===== src/rtl/sbsm_pkg.sv =====
// Shared types, codes and constants for the serial bank switch mapper.
// No dependencies; every rtl file refers to it by scoped names.
package sbsm_pkg;

   localparam int RAM_BYTES = 8192;
   localparam int RAM_AW    = $clog2(RAM_BYTES);
   localparam int REM_STEPS = 5;

   // Request kinds carried on req_tuser
   localparam logic [1:0] REQ_CPU_RD = 2'd0;
   localparam logic [1:0] REQ_CPU_WR = 2'd1;
   localparam logic [1:0] REQ_PPU_RD = 2'd2;
   localparam logic [1:0] REQ_PPU_WR = 2'd3;

   // Result targets carried on rsp_tuser
   localparam logic [1:0] TGT_INTERNAL = 2'd0;
   localparam logic [1:0] TGT_PRG_RD   = 2'd1;
   localparam logic [1:0] TGT_PAT_RD   = 2'd2;
   localparam logic [1:0] TGT_PAT_WR   = 2'd3;

   // Configuration register indexes
   localparam logic [2:0] CSR_PRG_COUNT = 3'd0;
   localparam logic [2:0] CSR_CHR_COUNT = 3'd1;
   localparam logic [2:0] CSR_CHR_PRES  = 3'd2;
   localparam logic [2:0] CSR_CHR_LEN   = 3'd3;
   localparam logic [2:0] CSR_CHR_WR    = 3'd4;

   localparam logic [4:0]  CTRL_RESET_VAL  = 5'h0C;
   localparam logic [2:0]  SERIAL_LAST     = 3'd4;
   localparam logic [15:0] ADDR_CTRL_TOP   = 16'h9FFF;
   localparam logic [15:0] ADDR_CHR_LO_TOP = 16'hBFFF;
   localparam logic [15:0] ADDR_CHR_HI_TOP = 16'hDFFF;
   localparam logic [15:0] ADDR_PPU_LO_TOP = 16'h0FFF;
   localparam logic [7:0]  RAM_OFF_DATA    = 8'hFF;

   typedef enum logic [1:0] {
      ST_CLEAR,
      ST_IDLE,
      ST_BUSY
   } state_type;

   typedef struct packed {
      logic       done;
      logic [4:0] rem;
   } rem_status_type;

   function automatic logic [4:0] clamp_count(input logic [4:0] n, input logic [4:0] maxv);
      logic [4:0] r;
      if (n == 5'd0) begin
         r = 5'd1;
      end else if (n > maxv) begin
         r = maxv;
      end else begin
         r = n;
      end
      return r;
   endfunction

endpackage


===== src/rtl/sbsm_rem_unit.sv =====
// Restoring remainder unit: one dividend bit per cycle over a five-bit dividend.
// Depends on sbsm_pkg for the step count and the status struct.
module sbsm_rem_unit (
   input  logic                     clock,
   input  logic                     reset,
   input  logic                     start,
   input  logic [4:0]               dividend,
   input  logic [5:0]               divisor,
   output sbsm_pkg::rem_status_type status
);

   logic [4:0] quo_ff, quo_in;
   logic [5:0] div_ff, div_in;
   logic [5:0] part_ff, part_in;
   logic [2:0] cnt_ff, cnt_in;
   logic [5:0] trial;

   always_comb begin
      trial   = {part_ff[4:0], quo_ff[4]};
      quo_in  = quo_ff;
      div_in  = div_ff;
      part_in = part_ff;
      cnt_in  = cnt_ff;
      if (start) begin
         quo_in  = dividend;
         div_in  = divisor;
         part_in = '0;
         cnt_in  = 3'(sbsm_pkg::REM_STEPS);
      end else if (cnt_ff != 3'd0) begin
         quo_in  = {quo_ff[3:0], 1'b0};
         part_in = (trial >= div_ff) ? trial - div_ff : trial;
         cnt_in  = cnt_ff - 3'd1;
      end
   end

   always_ff @(posedge clock) begin
      if (reset) begin
         quo_ff  <= '0;
         div_ff  <= 6'd1;
         part_ff <= '0;
         cnt_ff  <= '0;
      end else begin
         quo_ff  <= quo_in;
         div_ff  <= div_in;
         part_ff <= part_in;
         cnt_ff  <= cnt_in;
      end
   end

   assign status.done = (cnt_ff == 3'd0);
   assign status.rem  = part_ff[4:0];

`ifndef NO_ASSERTIONS
   a_part_below_div: assert property (@(posedge clock) disable iff (reset)
      (div_ff != 6'd0) |-> (part_ff < div_ff))
      else $error("remainder not below divisor");
   a_start_busy: assert property (@(posedge clock) disable iff (reset)
      start |=> !status.done)
      else $error("unit done right after start");
   a_cnt_range: assert property (@(posedge clock) disable iff (reset)
      cnt_ff <= 3'(sbsm_pkg::REM_STEPS))
      else $error("step count out of range");
`endif

endmodule


===== config.mk =====
export PLATFORM = sky130hd
export DESIGN_NAME = sbsm_rem_unit
export DESIGN_NICKNAME = d
export VERILOG_FILES = /design/src/rtl/sbsm_pkg.sv /design/src/rtl/sbsm_rem_unit.sv
export SDC_FILE = /design/constraint.sdc
export NUM_CORES = 1
export LEC_CHECK = 0
export ABC_AREA = 1
export BUFFER_PORTS_ARGS = -buffer_cell sky130_fd_sc_hd__buf_2
export CORE_MARGIN = 1
export CORE_UTILIZATION = 54
export CTS_CLUSTER_SIZE = 25
export DETAILED_ROUTE_END_ITERATION = 10
export PLACE_DENSITY = 0.77
export SYNTH_ARGS = -nofsm -noshare
export SYNTH_HDL_FRONTEND = slang
export SYNTH_SLANG_ARGS = --single-unit
export TNS_END_PERCENT = 30

===== constraint.sdc =====
create_clock -name clock -period 2.06 [get_ports clock]
set_clock_uncertainty 0.05 [all_clocks]
set_input_delay 0.206 -clock clock [delete_from_list [all_inputs] [get_ports clock]]
set_output_delay 0.206 -clock clock [all_outputs]
set_load 0.02 [all_outputs]

==> impl_metrics.sql, run 1 <==
INSERT INTO impl_metrics (metric_group, metric, value, unit) VALUES
('synth', 'synth_sequential_area_ratio', '0.342', ''),
('global_routing', 'antenna_found_initial', '0', ''),
('routing', 'wl_per_cell', '10.0', 'microns'),
('worst_setup_path', 'crit_path_start', 'quo_ff[4]', ''),
('clock_network', 'tritoncts', 'done', ''),
('timing', 'tightestPinTransition', '0.323', 'ns'),
('timing', 'rsz0062_at_grt', 'false', ''),
('timing', 'max-slew-margin-rel', '0.784', ''),
('synth', 'ys_warn_count', '0', ''),
('worst_setup_path', 'crit_path_end', 'part_ff[4]', ''),
('timing', 'post-route-min-period', '1.78', 'ns'),
('floorplan', 'placeableCoreArea', '1940', 'sq um'),
('clock_network', 'cts_buffer_depth', '2', ''),
('worst_setup_path', 'crit-reg2reg-capture', 'part_ff[4]', ''),
('routing', 'first_pass_iters', '4', ''),
('clock_network', 'post_cts.repair.setup_buffers', '0', ''),
('routing', 'detailroute.via_count', '999', ''),
('synth', 'synth_area_per_cell', '7.17', 'sq um'),
('timing', 'min_period_over_period', '0.866', ''),
('floorplan', 'ioPinCount', '20', ''),
('job', 'timing.max_cap.violations', '0', ''),
('pwr', 'cellPowerDensity', '724', 'nW/um^2'),
('worst_hold_path', 'hp-class', 'in -> reg', ''),
('worst_setup_path', 'reg2reg_setup_slack', '0.28', 'ns'),
('global_routing', 'busiest_layer', 'met2', ''),
('clock_network', 'cts.clk_slew.worst_paths', '0.10', 'ns'),
('floorplan', 'count_of_standard_cell_rows', '16', ''),
('routing', 'drtIter0Drc', '12', ''),
('global_routing', 'grt_use_met2', '0.362', ''),
('pwr', 'power.leakage', '0.662', 'nW'),
('global_routing', 'met3_usage', '0.0346', ''),
('placed_design', 'gp_congestion', '0.787', ''),
('clock_network', 'cts_made_buffers', '3', ''),
('clock_network', 'postCtsResizedCells', '0', ''),
('worst_setup_path', 'worstSetupEndpointType', 'flip-flop', ''),
('synth', 'synth_top_area_cell', 'dfxtp_1', ''),
('worst_setup_path', 'start_kind', 'flip-flop', ''),
('timing', 'timing.setup.tns', '0', 'ns'),
('global_routing', 'globalRouteTotalUtil', '0.194', ''),
('global_routing', 'number_of_global_route_vias_before_repair', '804', ''),
('floorplan', 'horiz_die_dim', '47.4', 'microns'),
('clock_network', 'cts_hold_buf', '0', ''),
('synth', 'synth.area.top_cells', 'dfxtp_1 (34%), nand2_1 (11%), ha_1 (9.0%)', ''),
('global_routing', 'gr-usage-met1', '0.224', ''),
('finish', 'layout_cell_share_with_drive_strength_beyond_1', '0.241', ''),
('worst_setup_path', 'critPathSlowestCell', 'fa_1', ''),
('placed_design', 'place.port_buffers', '19', ''),
('worst_setup_path', 'worst-endpoint-required', '2.21', 'ns'),
('worst_setup_path', 'r2r-start', 'quo_ff[4]', ''),
('routing', 'drc', '0', ''),
('floorplan', 'initial_utilization', '0.572', ''),
('finish', 'final_nets', '198', ''),
('clock_network', 'htree_num_levels', '1', ''),
('status', 'status', 'finished clean', ''),
('placed_design', 'dp_hpwl', '1600', 'microns'),
('worst_setup_path', 'timing.critical_path.fanout_max', '6', ''),
('timing', 'maxClockFrequency', '561', 'MHz'),
('global_routing', 'grt_first_pass_wirelength', '3110', 'microns'),
('worst_setup_path', 'path_class', 'reg -> reg', ''),
('synth', 'synth-seq-cells', '19', ''),
('routing', 'drt.antenna.violating_nets', '0', ''),
('timing', 'post-route-worst-setup-slack', '0.276', 'ns'),
('worst_setup_path', 'list_of_cells_traversed_by_the_critical_path', 'inv_1 > ha_1 > inv_2 > fa_1 > inv_1 > nand2_1 > nand2_2 > nand3_4 > nand2_1 > nand3_1 > nand2_1 > inv_1', ''),
('pwr', 'vdd_drop_max', '0.000480', 'V'),
('clock_network', 'clkSinkCount', '19', ''),
('global_routing', 'grt-ovfl-total', '0', ''),
('global_routing', 'grt_start_max_net_pins', '20', ''),
('placed_design', 'place_worst_setup_slack', '0.290', 'ns'),
('synth', 'postSynthNetCount', '178', ''),
('finish', 'fill_cells', '194', ''),
('timing', 'timing_max_transition_violations_final', '0', '');
[Yosys cell counts, drive strengths merged]
library cell and n:
nand3 14, inv 29, dfxtp 19, nor2 6
nand4 6, ha 8, o21ai 11, fa 1
a21oi 12, a31oi 4, buf 4, xor2 1
or2 1, nand2 39
[placed cells by master (no fill, tap or decap), types with 3 or more instances in the layout]
master / instances
a21oi_1: 11
a31oi_1: 4
buf_2: 19
clkbuf_4: 3
dfxtp_1: 19
ha_1: 8
inv_1: 19
inv_2: 10
nand2_1: 34
nand2_2: 4
nand3_1: 13
nand4_1: 6
nor2_1: 3
nor2_2: 3
o21ai_0: 5
o21ai_1: 6
[layer usage]
layer | routed length [microns] | vias up
met5 | 0 | -
li1 | - | 538
met2 | 1000 | 16
met4 | 9 | 0
met1 | 951 | 443
met3 | 48 | 2
[cell type report]
cell class,instances,area (sq um),share of cell area
multi-input cells,103,593,0.479
inverters,29,109,0.0880
repair buffers,19,95.1,0.0768
clock buffers,4,26.3,0.0212
flip-flops and latches,19,380,0.307
well taps,27,33.8,0.0273
[worst min path at each step]
stage                from         to  cells after the start
5_1_grt        divisor[0]  div_ff[0]                      3
4_1_cts        divisor[0]  div_ff[0]                      3
2_1_floorplan  divisor[0]  div_ff[0]                      2
3_3_place_gp   divisor[0]  div_ff[0]                      3
3_5_place_dp   divisor[0]  div_ff[0]                      3
6_report       divisor[0]  div_ff[0]                      3
[registers in the layout (all words and copies together), names as in the netlist]
signal   flops
div_ff       6
quo_ff       5
part_ff      5
cnt_ff       3
[through the flow]
stage / power, mW / utilization / std cells / instance area (sq um) / hold WS, ns
2_1_floorplan: 0.664 / - / 155 / 1110 / 0.278
3_3_place_gp: 0.716 / 0.624 / 197 / 1210 / 0.364
3_5_place_dp: 0.723 / 0.624 / 197 / 1210 / 0.373
4_1_cts: 0.907 / 0.637 / 201 / 1240 / 0.0680
5_1_grt: 0.973 / 0.637 / 201 / 1240 / 0.0859
6_report: 0.896 / 0.637 / 201 / 1240 / 0.0743
[worst max-delay path: cells and delay by family, from the launching register on]
| family | cells | cell delay (ns) |
|---|---|---|
| flops | 1 | 0.34 |
| buf+inv | 4 | 0.22 |
| fa+ha+maj | 2 | 0.57 |
| simple gates | 6 | 0.51 |
[cell families after synthesis]
family          Yosys count  synth area share
compound gates           27             0.129
xor+xnor                  1           0.00788
fa+ha+maj                 9             0.108
buf+inv                  33             0.124
flops                    19             0.342
simple gates             66             0.288
[power by group]
part / leakage [nW] / internal, mW / switching (mW)
Combinational: 0.490 / 0.113 / 0.186
Clock: 0.0150 / 0.0751 / 0.106
Sequential: 0.157 / 0.396 / 0.0200
Total: 0.662 / 0.584 / 0.312
Note: power is estimated with default switching activity, not from simulation.
==> run 2, diff against run 1 <==
Settings changed: CORE_ASPECT_RATIO set to 0.9, SLEW_MARGIN set to 10.
==> run 2 against run 1 <==
Net effect: clock power up 8%; cell count down 1.0%; combinational power up 2%; critical path type unchanged; highest routed layer unchanged.
==> impl_metrics.sql, run 2 (synthesized netlist as in run 1, its figures left out) <==
INSERT INTO impl_metrics (metric_group, metric, value, unit) VALUES
('status', 'status', 'finished clean', ''),
('finish', 'antennaDiodeCount', '0', ''),
('clock_network', 'cts.clk_slew.worst_paths', '0.11', 'ns'),
('placed_design', 'gp_congestion', '0.889', ''),
('floorplan', 'placeableCoreArea', '1930', 'sq um'),
('timing', 'timing.setup.tns', '0', 'ns'),
('global_routing', 'grt-ovfl-total', '0', ''),
('timing', 'maxClockFrequency', '549', 'MHz'),
('finish', 'p_r_area_growth_vs_syn', '11.5', '%'),
('global_routing', 'met3_usage', '0.0707', ''),
('routing', 'wl_per_cell', '11.1', 'microns'),
('routing', 'drc', '0', ''),
('routing', 'detailroute.via_count', '1009', ''),
('timing', 'hold_viol_final', '0', ''),
('clock_network', 'clkSinkCount', '19', ''),
('timing', 'max-slew-margin-rel', '0.765', ''),
('worst_setup_path', 'timing.critical_path.fanout_max', '6', ''),
('routing', 'viasPerCell', '5.07', ''),
('timing', 'timing_max_transition_violations_final', '0', ''),
('pwr', 'vdd_drop_max', '0.000480', 'V'),
('floorplan', 'count_of_standard_cell_rows', '15', ''),
('floorplan', 'ioPinCount', '20', ''),
('worst_setup_path', 'path_class', 'reg -> reg', ''),
('clock_network', 'tritoncts', 'done', ''),
('pwr', 'cellPowerDensity', '741', 'nW/um^2'),
('floorplan', 'initial_utilization', '0.575', ''),
('clock_network', 'postCtsResizedCells', '0', ''),
('clock_network', 'cts_made_buffers', '3', ''),
('worst_setup_path', 'worstSetupEndpointType', 'flip-flop', ''),
('finish', 'layout_cell_share_with_drive_strength_beyond_1', '0.247', ''),
('clock_network', 'cts_hold_buf', '0', ''),
('floorplan', 'height_of_the_die', '45.0', 'microns'),
('pwr', 'power.leakage', '0.661', 'nW'),
('routing', 'first_pass_iters', '4', ''),
('global_routing', 'antenna_found_initial', '0', ''),
('finish', 'most-common-layout-cells', 'nand2_1 (34), inv_1 (19), dfxtp_1 (19), buf_2 (19), nand3_1 (13)', ''),
('clock_network', 'htree_num_levels', '1', ''),
('timing', 'setup-violations-final', '0', ''),
('clock_network', 'root_buffer', 'clkbuf_4', ''),
('timing', 'tightestPinTransition', '0.353', 'ns'),
('routing', 'routed_wirelength', '2200', 'microns'),
('timing', 'min_period_over_period', '0.884', ''),
('worst_hold_path', 'hp-class', 'in -> reg', ''),
('global_routing', 'globalRouteTotalUtil', '0.222', ''),
('global_routing', 'grt_first_pass_wirelength', '3730', 'microns'),
('global_routing', 'number_of_global_route_vias_before_repair', '884', ''),
('clock_network', 'clk-insertion-delay-late', '0.30', 'ns'),
('job', 'timing.max_cap.violations', '0', ''),
('global_routing', 'grt_use_met2', '0.395', ''),
('worst_setup_path', 'worst-endpoint-arrival', '1.99', 'ns'),
('placed_design', 'dp_hpwl', '1730', 'microns'),
('routing', 'drt.antenna.violating_nets', '0', ''),
('clock_network', 'cts_buffer_depth', '2', ''),
('floorplan', 'horiz_die_dim', '49.8', 'microns'),
('timing', 'post-route-min-period', '1.82', 'ns'),
('finish', 'max_flop_register', 'div_ff', ''),
('worst_setup_path', 'worst-endpoint-required', '2.23', 'ns'),
('placed_design', 'place.port_buffers', '19', ''),
('timing', 'final.hold.worst_slack', '0.0563', 'ns'),
('finish', 'final_common_cell', 'nand2_1', ''),
('global_routing', 'busiest_layer', 'met2', ''),
('floorplan', 'fp.dieArea', '2240', 'sq um'),
('routing', 'drtIter0Drc', '17', ''),
('finish', 'largest_register_ffs', '6', ''),
('global_routing', 'grt_start_max_net_pins', '20', ''),
('global_routing', 'gr-usage-met1', '0.268', ''),
('timing', 'rsz0062_at_grt', 'false', ''),
('finish', 'final_nets', '198', ''),
('clock_network', 'post_cts.repair.setup_buffers', '0', ''),
('finish', 'biggestRegsByFlops', 'div_ff (6), part_ff (5), quo_ff (5)', ''),
('worst_setup_path', 'start_kind', 'flip-flop', '');
## run 2: routing by layer
metal  wire (microns)  up-vias
li1                 -      539
met4               17        0
met2             1030       22
met5                0        -
met1             1060      446
met3               87        2
## run 2: worst paths after layout
path | start | endpoint | slack [ns] | cells past startpoint
setup / recovery | quo_ff[4] | part_ff[3] | 0.24 | 12
setup reg to reg | quo_ff[4] | part_ff[3] | 0.24 | 12
hold reg to reg | cnt_ff[0] | cnt_ff[0] | 0.43 | 2
hold / removal | divisor[0] | div_ff[0] | 0.06 | 3
## run 2: area by class of cell
type	instances	area [sq um]
clock inverter	1	7.51
multi-input combinational	103	593
fill	177	694
timing repair buffer	19	95.1
tap	25	31.3
clock buffer	3	22.5
inverter	29	109
sequential	19	380
## run 2: power by group
part	leakage [nW]	switching, mW	internal (mW)
clock	0.0139	0.122	0.0741
sequential	0.157	0.0201	0.396
combinational	0.490	0.193	0.113
total	0.661	0.335	0.583
## run 2: stage by stage
| step | util | std cells | total power [mW] | setup WS [ns] | cell area (sq um) |
|---|---|---|---|---|---|
| floorplan | - | 155 | 0.664 | 0.444 | 1110 |
| global placement | 0.625 | 195 | 0.714 | 0.366 | 1210 |
| detailed placement | 0.625 | 195 | 0.727 | 0.276 | 1210 |
| CTS | 0.641 | 199 | 0.924 | 0.244 | 1240 |
| global route | 0.641 | 199 | 0.981 | 0.138 | 1240 |
| finish | 0.641 | 199 | 0.918 | 0.239 | 1240 |
## run 2: worst max-delay path: stages, from the launching register on
cell and delay [ns]:
dfxtp_1 0.35, inv_1 0.06, ha_1 0.15, inv_2 0.05
fa_1 0.41, inv_1 0.08, nand2_1 0.06, nand2_2 0.14
nand3_4 0.11, nand2_1 0.09, nand3_1 0.07, nand2_1 0.08
inv_1 0.04
